**src/hdl/nearest_free_value_assigner_macros.svh**
```systemverilog
// ----------------------------------------------------------------------------
// Nearest free value assigner assertion macros
// Implication and next-cycle checks, compiled out with NO_ASSERTIONS.
// ----------------------------------------------------------------------------
`ifndef NEAREST_FREE_VALUE_ASSIGNER_MACROS_SVH
`define NEAREST_FREE_VALUE_ASSIGNER_MACROS_SVH

`ifndef NO_ASSERTIONS

`define NFVA_ASSERT_IMP(name, clk, rst_n, ante, cons) \
  name: assert property (@(posedge clk) disable iff (!rst_n) (ante) |-> (cons)) \
    else $error("nfva: implication check failed");

`define NFVA_ASSERT_NXT(name, clk, rst_n, ante, cons) \
  name: assert property (@(posedge clk) disable iff (!rst_n) (ante) |=> (cons)) \
    else $error("nfva: next-cycle check failed");

`else

`define NFVA_ASSERT_IMP(name, clk, rst_n, ante, cons)

`define NFVA_ASSERT_NXT(name, clk, rst_n, ante, cons)

`endif

`endif

```
**src/hdl/nfva_pkg.sv**
```systemverilog
// ----------------------------------------------------------------------------
// Nearest free value assigner package
// Widths, cell command and response types, and bit search helpers.
// ----------------------------------------------------------------------------
`default_nettype none

package nfva_pkg;

  localparam int unsigned VALUE_BITS = 10;
  localparam int unsigned OFF_BITS   = (VALUE_BITS < 6) ? 2 : 5;
  localparam int unsigned CELL_BITS  = VALUE_BITS - OFF_BITS;
  localparam int unsigned WORD_BITS  = 2 ** OFF_BITS;
  localparam int unsigned CELL_COUNT = 2 ** CELL_BITS;

  typedef logic [VALUE_BITS-1:0] value_t;
  typedef logic [OFF_BITS-1:0]   off_t;
  typedef logic [CELL_BITS-1:0]  cidx_t;
  typedef logic [WORD_BITS-1:0]  word_t;

  typedef struct packed {
    logic   en;
    value_t val;
  } mark_t;

  typedef struct packed {
    logic  load;
    cidx_t home;
    off_t  off;
    logic  first;
    logic  dn_adv;
    logic  up_adv;
  } cell_cmd_t;

  typedef struct packed {
    logic   req_free;
    logic   lo_hit;
    value_t lo_val;
    logic   hi_hit;
    value_t hi_val;
  } cell_rsp_t;

  function automatic off_t top_set(word_t v);
    off_t r;
    r = '0;
    for (int i = 0; i < WORD_BITS; i++) begin
      if (v[i]) begin
        r = off_t'(i);
      end
    end
    return r;
  endfunction

  function automatic off_t low_set(word_t v);
    off_t r;
    r = '0;
    for (int i = WORD_BITS - 1; i >= 0; i--) begin
      if (v[i]) begin
        r = off_t'(i);
      end
    end
    return r;
  endfunction

endpackage

`default_nettype wire

```
**src/hdl/nfva_cell.sv**
```systemverilog
// ----------------------------------------------------------------------------
// Nearest free value assigner cell
// Holds one word of the occupancy bitmap and passes the downward and upward
// search beats to its neighbors; reports the nearest free bit it holds.
// ----------------------------------------------------------------------------
`default_nettype none

module nfva_cell (
  input  logic                clk_i,
  input  logic                rst_ni,
  input  nfva_pkg::cidx_t     cell_idx_i,
  input  nfva_pkg::cell_cmd_t cmd_i,
  input  nfva_pkg::mark_t     mark_i,
  input  logic                dn_tok_i,
  input  logic                up_tok_i,
  output logic                dn_tok_o,
  output logic                up_tok_o,
  output nfva_pkg::cell_rsp_t rsp_o
);
  import nfva_pkg::*;

  word_t word_q, word_d;
  logic  dn_q, dn_d, up_q, up_d;
  logic  here;
  word_t ones, free, lo_mask, hi_mask, lo_cand, hi_cand;

  always_comb begin
    ones = '1;
    here = cmd_i.load && (cmd_i.home == cell_idx_i);
    dn_d = cmd_i.load ? here : (cmd_i.dn_adv & dn_tok_i);
    up_d = cmd_i.load ? here : (cmd_i.up_adv & up_tok_i);

    word_d = word_q;
    if (mark_i.en && (mark_i.val[VALUE_BITS-1:OFF_BITS] == cell_idx_i)) begin
      word_d[mark_i.val[OFF_BITS-1:0]] = 1'b1;
    end

    free    = ~word_q;
    lo_mask = cmd_i.first ? ~(ones << cmd_i.off) : ones;
    if (cell_idx_i == '0) begin
      lo_mask[0] = 1'b0;
    end
    hi_mask = cmd_i.first ? ((ones << cmd_i.off) << 1) : ones;
    lo_cand = free & lo_mask;
    hi_cand = free & hi_mask;

    rsp_o.req_free = dn_q & cmd_i.first & free[cmd_i.off];
    rsp_o.lo_hit   = dn_q & (|lo_cand);
    rsp_o.lo_val   = dn_q ? {cell_idx_i, top_set(lo_cand)} : '0;
    rsp_o.hi_hit   = up_q & (|hi_cand);
    rsp_o.hi_val   = up_q ? {cell_idx_i, low_set(hi_cand)} : '0;
  end

  assign dn_tok_o = dn_q;
  assign up_tok_o = up_q;

  always_ff @(posedge clk_i or negedge rst_ni) begin
    if (!rst_ni) begin
      word_q <= '0;
      dn_q   <= 1'b0;
      up_q   <= 1'b0;
    end else begin
      word_q <= word_d;
      dn_q   <= dn_d;
      up_q   <= up_d;
    end
  end

endmodule

`default_nettype wire
```
**config.mk**
```make
export PLATFORM = sky130hd
export DESIGN_NAME = nfva_cell
export DESIGN_NICKNAME = d
export VERILOG_FILES = /design/src/hdl/nearest_free_value_assigner_macros.svh /design/src/hdl/nfva_pkg.sv /design/src/hdl/nfva_cell.sv
export SDC_FILE = /design/constraint.sdc
export NUM_CORES = 1
export LEC_CHECK = 0
export ABC_AREA = 0
export BUFFER_PORTS_ARGS = -buffer_cell sky130_fd_sc_hd__buf_2
export CAP_MARGIN = 0
export CORE_MARGIN = 2
export CORE_UTILIZATION = 45
export CTS_CLUSTER_SIZE = 10
export DETAILED_ROUTE_END_ITERATION = 12
export PLACE_DENSITY = 0.73
export REMOVE_ABC_BUFFERS = 1
export SYNTH_ARGS = -nofsm -noshare
export SYNTH_HDL_FRONTEND = slang
export SYNTH_SLANG_ARGS = --single-unit
```
**constraint.sdc**
```tcl
create_clock -name clk_i -period 2.34 [get_ports clk_i]
set_input_delay 0.117 -clock clk_i [delete_from_list [all_inputs] [get_ports clk_i]]
set_output_delay 0.117 -clock clk_i [all_outputs]
set_load 0.05 [all_outputs]
```
==> qor.csv, run 1 <==
stage,metric,value,unit
status,outcome,finished with violations,
status,failing checks,setup timing,
finish,"commonest non-fill, non-tap cell in the layout",buf_4,
detailed_routing,Remaining DRCs,0,
pwr,switching part of the total,0.3640,
detailed_routing,antenna-violating nets left,0,
detailed_routing,metal2 WL,6525,um
logic_synthesis,Synth top area share,0.2313,
pwr,Pwr per Cell Area,343.9,nW/um2
sta,Tcrit/Tclk final,1.071,
sta,Worst Tran Pin Value,0.7344,ns
detailed_routing,WL met3,1448,um
placed_design,detailed placement HPWL,11340,um
die,Ports,59,
setup_path,worst-path maximum fanout,4,
detailed_routing,Detailed Routing Iterations Pass 1,5,
setup_path,Critical-path top delay cell,mux4_2,
sta,Slew HR,0.5104,
grt,pin count of the biggest net entering global routing,35,
grt,global-route wire length before repair,22470,um
placed_design,Port Buf Inserts,58,
grt,Tot GR Track Use,0.3272,
setup_path,Crit path top cell by count,mux4_2,
die,Die Width,94.41,um
pwr,worst vdd ir,0.3858,mV
detailed_routing,total wire length,14630,um
sta,post-layout min period,2.506,ns
logic_synthesis,count of cell types in the netlist,72,
setup_path,CP Buf/Inv Count,2,
setup_path,WS Path Type,register to primary output,
grt,initial antenna violation count,0,
setup_path,critical path's largest stage delay,0.47,ns
finish,"Design Area, Final",5110,um2
setup_path,worst path arrival time,2.39,ns
clock_network,H-tree Lvls,2,
placed_design,pre-CTS WS,-0.1102,ns
clock_network,TritonCTS clock tree,done,
setup_path,Startpoint Class,register,
pwr,Clock power frac,0.225,
clock_network,"Reg clk slew, reported paths",0.06,ns
run,Max Cap Viol,0,
detailed_routing,top layer in use,met4,
die,die area,8913,um2
sta,Fmax,399.1,MHz
detailed_routing,DR vias/cell,6.460,
sta,worst hold slack,0.05660,ns
logic_synthesis,Most used DFF post-synth,dfrtp_1,
logic_synthesis,Syn. warnings,0,
die,Core Box Area,7807,um2
pwr,Leak,0.002423,uW
finish,Layout area overhead,38.91,%
finish,layout cells sized above 1,0.3715,
detailed_routing,Metal-1 WL,5956,um
detailed_routing,DR vias,4606,
sta,"Setup violations, final",3,
logic_synthesis,synthesized cell area,3679,um2
grt,GR Overflow Total,0,
finish,"leading cell types in the layout, fill and taps excluded","104 x buf_4, 43 x buf_2, 34 x a21oi_1, 34 x nor2_1, 33 x dfrtp_1",
clock_network,clock root cell,clkbuf_8,
die,Die Y,94.41,um
detailed_routing,WL/cell,20.52,um
die,Initial Util,0.4712,
placed_design,Final Wtd Congestion,1.085,
logic_synthesis,post-synthesis area per instance,7.761,um2
min_path,HP Class,primary input to register,
sta,final hold violation count,0,
pwr,sequential power share,0.363,
logic_synthesis,sequential cell area fraction in the yosys report,0.2313,
placed_design,Post-DP Area,4720,um2
die,Core Rows,32,
logic_synthesis,"area leader, netlist",dfrtp_1,
setup_path,Worst path top cell family by delay,multiplexers,
clock_network,Max clock buf depth,2,
clock_network,clock sink count,34,
sta,RSZ-0062 raised after global routing,true,
setup_path,CP endpoint kind,primary output,
detailed_routing,DR iter-0 viols,587,
sta,Clock Skew,0,ns
sta,PnR worst setup slack,-0.1659,ns
clock_network,clock buffer count from CTS,5,
logic_synthesis,Mapped Cells,474,
pwr,Gate power share,0.412,
logic_synthesis,Post-synth ARST share,1.000,
finish,Ant. Diodes,0,
sta,fin. max-slew vios,0,
clock_network,worst skew pair latency,0.28,ns
setup_path,Crit path required time,2.22,ns
logic_synthesis,Post-synth EDFFs,0,
logic_synthesis,"top cells by area, synth","dfrtp_1 23%, a21o_1 6.3%, mux4_2 6.1%",
pwr,Int Pwr,1118,uW
pwr,switching power,639.6,uW
finish,fin nets,645,
grt,vias in the first global route,4314,
setup_path,worst path cell trace,buf_4 > mux4_2 > mux4_2 > mux2i_1 > and3_1 > buf_6,
logic_synthesis,number of synthesized register bits,34,
==> worst register-to-register path, delay by kind of cell, from the launching register on <==
| family | cells | cell delay [ns] |
|---|---|---|
| AO/OA/AOI/OAI | 1 | 0.07 |
| buffers and inverters | 4 | 0.44 |
| flip-flops | 1 | 0.40 |
==> repair_timing <==
| action | CTS | global route |
|---|---|---|
| endpoints found under the hold margin | 34 | 0 |
| pin swaps | 9 | 11 |
| gates resized for setup | 27 | 50 |
| hold buffers | 1 | 0 |
| setup endpoints to repair | 11 | 13 |
| setup buffers | 6 | 2 |
==> state kept, by name (all words and copies together), names as in the netlist <==
signal	cells
dn_tok_o	1
up_tok_o	1
word_q	32
==> logic make-up (layout without fill, tap and decap cells) <==
kind of cell	Yosys count	after routing	synth area share
and+or+nand+nor	167	167	0.2401
buffers and inverters	51	188	0.06122
xor gates and xnor gates	10	10	0.02381
AOI/OAI and AO/OA	200	200	0.3769
DFF	34	34	0.2313
muxes	12	12	0.06667
==> area by class of cell <==
| cell class | count | area [um2] |
|---|---|---|
| timing repair buffer | 169 | 1246 |
| clock buffer | 7 | 76.32 |
| fill | 667 | 2698 |
| tap | 102 | 127.6 |
| multi-input combinational | 389 | 2763 |
| sequential | 34 | 852.1 |
| inverter | 12 | 45.04 |
==> Yosys cell counts (all sizes together), types with 4 or more instances <==
master,instances
o21a,7
a211oi,12
a21o,31
dfrtp,34
nor3,14
or2,4
nor2,35
buf,23
or3,5
and2,15
mux4,10
inv,12
o21ai,32
clkbuf,16
nor2b,16
nand3,9
o211ai,6
o21bai,9
a22oi,4
xor2,8
o31ai,11
nor4,8
nand2b,9
nand2,31
a21oi,43
and3,5
a31oi,7
==> metal layers <==
| layer | up-vias | global-route usage |
|---|---|---|
| met4 | 0 | 0.1498 |
| met5 | - | 0 |
| met2 | 284 | 0.5089 |
| met3 | 67 | 0.04070 |
| li1 | 2065 | - |
| met1 | 2190 | 0.4561 |
==> through the flow <==
stage	power, uW	instances	setup TNS, ns	util
6_report	1757	713	-0.4121	0.6545
5_1_grt	1834	713	-0.5953	0.6545
4_1_cts	1713	711	-0.3363	0.6322
3_5_place_dp	1300	697	-0.5716	0.6045
3_3_place_gp	1286	697	-0.2069	0.6045
2_1_floorplan	958.5	435	-0.4496	-
==> final timing paths <==
path	startpoint	endpoint	slack, ns	depth (start not counted)
hold / removal	cmd_i[13]	dn_tok_o	0.06	2
hold reg to reg	word_q[2]	word_q[2]	0.57	1
max in group asynchronous	rst_ni	word_q[2]	1.41	2
setup reg to reg	word_q[22]	word_q[22]	1.31	5
setup / recovery	word_q[19]	rsp_o[22]	-0.17	6
min in group asynchronous	rst_ni	word_q[7]	0.42	2
==> power by group through the flow <==
| stage | clock, uW | sequential, uW | combinational, uW |
|---|---|---|---|
| after global routing | 423 | 639 | 772 |
| after floorplan | 0 | 649 | 310 |
| after detailed placement | 0 | 646 | 654 |
| after global placement | 0 | 645 | 641 |
| after CTS | 404 | 635 | 675 |
| final | 395 | 638 | 724 |
(Power assumes the default switching activity.)
==> run 2, diff against run 1 <==
--- a/config.mk
+++ b/config.mk
@@ -13,6 +13,7 @@
 export CTS_CLUSTER_SIZE = 10
 export DETAILED_ROUTE_END_ITERATION = 12
 export PLACE_DENSITY = 0.73
+export RECOVER_POWER = 100
 export REMOVE_ABC_BUFFERS = 1
 export SYNTH_ARGS = -nofsm -noshare
 export SYNTH_HDL_FRONTEND = slang
==> qor.csv, run 2 (same netlist as run 1, synthesis figures left out) <==
stage,metric,value,unit,change
status,outcome,finished with violations,,
status,failing checks,"capacitance limit, slew limit, setup timing",,
pwr,switching part of the total,0.3667,,+0.002758
grt,GR Overflow Total,0,,unchanged
setup_path,WS Path Type,register to primary output,,
setup_path,CP endpoint kind,primary output,,
sta,worst hold slack,0.05289,ns,-0.003704 ns
clock_network,"Reg clk slew, reported paths",0.07,ns,about the same
sta,RSZ-0062 raised after global routing,true,,
detailed_routing,DR iter-0 viols,529,,-9.9%
die,Core Box Area,7807,um2,unchanged
die,Die Width,94.41,um,unchanged
die,Die Y,94.41,um,unchanged
sta,Tcrit/Tclk final,1.074,,+0.003575
finish,"commonest non-fill, non-tap cell in the layout",buf_4,,
pwr,worst vdd ir,0.3843,mV,-0.39%
die,Initial Util,0.4712,,unchanged
finish,fin nets,645,,unchanged
sta,setup tns final,-0.4241,ns,-0.01192 ns
placed_design,detailed placement HPWL,11340,um,unchanged
finish,Layout area overhead,38.27,%,
clock_network,TritonCTS clock tree,done,,
detailed_routing,Metal-1 WL,6019,um,+1.1%
finish,"Design Area, Final",5086,um2,-0.47%
sta,"Setup violations, final",3,,unchanged
finish,register with the most flip-flops,word_q,,
sta,Fmax,397.7,MHz,-0.33%
clock_network,Max clock buf depth,2,,unchanged
die,Core Rows,32,,unchanged
sta,PnR worst setup slack,-0.1743,ns,-0.008365 ns
setup_path,Critical-path top delay cell,mux4_2,,
pwr,Int Pwr,1114,uW,-0.36%
setup_path,worst-path maximum fanout,4,,unchanged
placed_design,Post-DP Area,4720,um2,unchanged
grt,initial antenna violation count,0,,unchanged
sta,Worst Tran Pin Value,1.743,ns,+1.009 ns
die,Ports,59,,unchanged
setup_path,Reg-to-Reg Start,word_q[22],,
detailed_routing,DR vias,4660,,+1.2%
detailed_routing,Remaining DRCs,0,,unchanged
run,Max Cap Viol,1,,+1
pwr,Gate power share,0.410,,-0.002
setup_path,FF-to-FF path depth,5,,unchanged
clock_network,H-tree Lvls,2,,unchanged
finish,FILL cells,672,,+0.75%
min_path,HP Class,primary input to register,,
setup_path,worst path cell trace,buf_4 > mux4_2 > mux4_2 > mux2i_1 > and3_1 > buf_6,,
setup_path,Startpoint Class,register,,
clock_network,clock root cell,clkbuf_8,,
detailed_routing,metal2 WL,6650,um,+1.9%
grt,vias in the first global route,4314,,unchanged
placed_design,Inst Count DP,697,,unchanged
clock_network,clock buffer count from CTS,5,,unchanged
sta,Slew HR,-0.1623,,-0.6727
detailed_routing,DR vias/cell,6.536,,+1.2%
placed_design,Final Wtd Congestion,1.085,,unchanged
pwr,Leak,0.002362,uW,-2.5%
setup_path,Crit path top cell by count,mux4_2,,
sta,Clock Skew,0,ns,unchanged
setup_path,Worst Setup SP,word_q[19],,
setup_path,end of the critical path,rsp_o[22],,
finish,"leading cell types in the layout, fill and taps excluded","102 x buf_4, 34 x a21oi_1, 34 x nor2_1, 33 x dfrtp_1, 31 x a21o_1",,
finish,layout cells sized above 1,0.3470,,-0.02455
setup_path,Worst R2R Setup Slack,1.32,ns,about the same
detailed_routing,antenna-violating nets left,0,,unchanged
placed_design,Port Buf Inserts,58,,unchanged
detailed_routing,WL/cell,20.68,um,+0.76%
finish,area of the multi-input gates,2763,um2,unchanged
sta,final hold violation count,0,,unchanged
detailed_routing,total wire length,14740,um,+0.76%
die,die area,8913,um2,unchanged
finish,FF+latch area,852.1,um2,unchanged
clock_network,clock sink count,34,,unchanged
grt,pin count of the biggest net entering global routing,35,,unchanged
detailed_routing,WL met3,1419,um,-2.0%
grt,Tot GR Track Use,0.3272,,unchanged
detailed_routing,top layer in use,met4,,
setup_path,RR Endpoint,word_q[22],,
pwr,Pwr per Cell Area,345.7,nW/um2,+0.54%
pwr,switching power,644.9,uW,+0.83%
finish,Non-Filler Instances,713,,unchanged
setup_path,worst path arrival time,2.40,ns,about the same
finish,max FFs per register,32,,unchanged
pwr,Clock power frac,0.227,,+0.002
setup_path,critical path's largest stage delay,0.47,ns,about the same
clock_network,worst skew pair latency,0.28,ns,about the same
detailed_routing,Detailed Routing Iterations Pass 1,5,,unchanged
grt,global-route wire length before repair,22470,um,unchanged
sta,post-layout min period,2.514,ns,+0.008365 ns
setup_path,Crit path required time,2.22,ns,about the same
pwr,sequential power share,0.363,,about the same
sta,fin. max-slew vios,35,,+35
finish,Ant. Diodes,0,,unchanged
run 2: cell types whose count changed in the layout (fill, tap and decap cells not counted), sizes merged:
cell,previous run,this run
clkbuf,13,30
buf,162,145
run 2: worst min path at each step:
| stage | startpoint | end | cells past startpoint |
|---|---|---|---|
| after floorplan | rst_ni | dn_tok_o | 0 |
| after global placement | rst_ni | word_q[4] | 1 |
| after detailed placement | rst_ni | word_q[7] | 1 |
| after CTS | cmd_i[13] | dn_tok_o | 2 |
| after global routing | cmd_i[13] | up_tok_o | 2 |
| final | cmd_i[13] | dn_tok_o | 2 |
run 2: layer usage:
layer  GRT usage  up-vias
met5           0        -
met4      0.1498        0
met3     0.04070       63
met2      0.5089      291
met1      0.4561     2233
li1            -     2073
run 2: area by class of cell:
class | count | share of cell area
inverter | 12 | 0.008856
timing repair buffer | 169 | 0.2403
tap | 102 | 0.02509
clock buffer | 7 | 0.01501
multi-input combinational | 389 | 0.5432
sequential | 34 | 0.1675
run 2: what timing repair did:
item / 4_1_cts / 5_1_grt
resized for setup: 27 / 50
pin swaps: 9 / 11
hold buffers: 1 / 0
endpoints found under the hold margin: 34 / 0
buffers inserted: 6 / 2
setup endpoints to repair: 11 / 13
cloned: 0 / 0
run 2: worst max-delay path, delay by kind of cell (launching register included):
family / cells / cell delay (ns)
mux: 3 / 1.14
flops: 1 / 0.43
buf+inv: 2 / 0.34
simple gates: 1 / 0.20
run 2: through the flow:
stage	worst slack, ns	total power (uW)	utilization
final	-0.1743	1758	0.6514
after CTS	-0.1434	1713	0.6322
after detailed placement	-0.1102	1300	0.6045
after floorplan	-0.2016	958.5	-
after global routing	-0.1796	1830	0.6514
after global placement	-0.07628	1286	0.6045
run 2: power groups by stage:
stage / Clock, uW / Combinational (uW) / Sequential [uW]
final: 398 / 721 / 639
after global routing: 423 / 768 / 639
after CTS: 404 / 675 / 635
after detailed placement: 0 / 654 / 646
after global placement: 0 / 641 / 645
after floorplan: 0 / 310 / 649
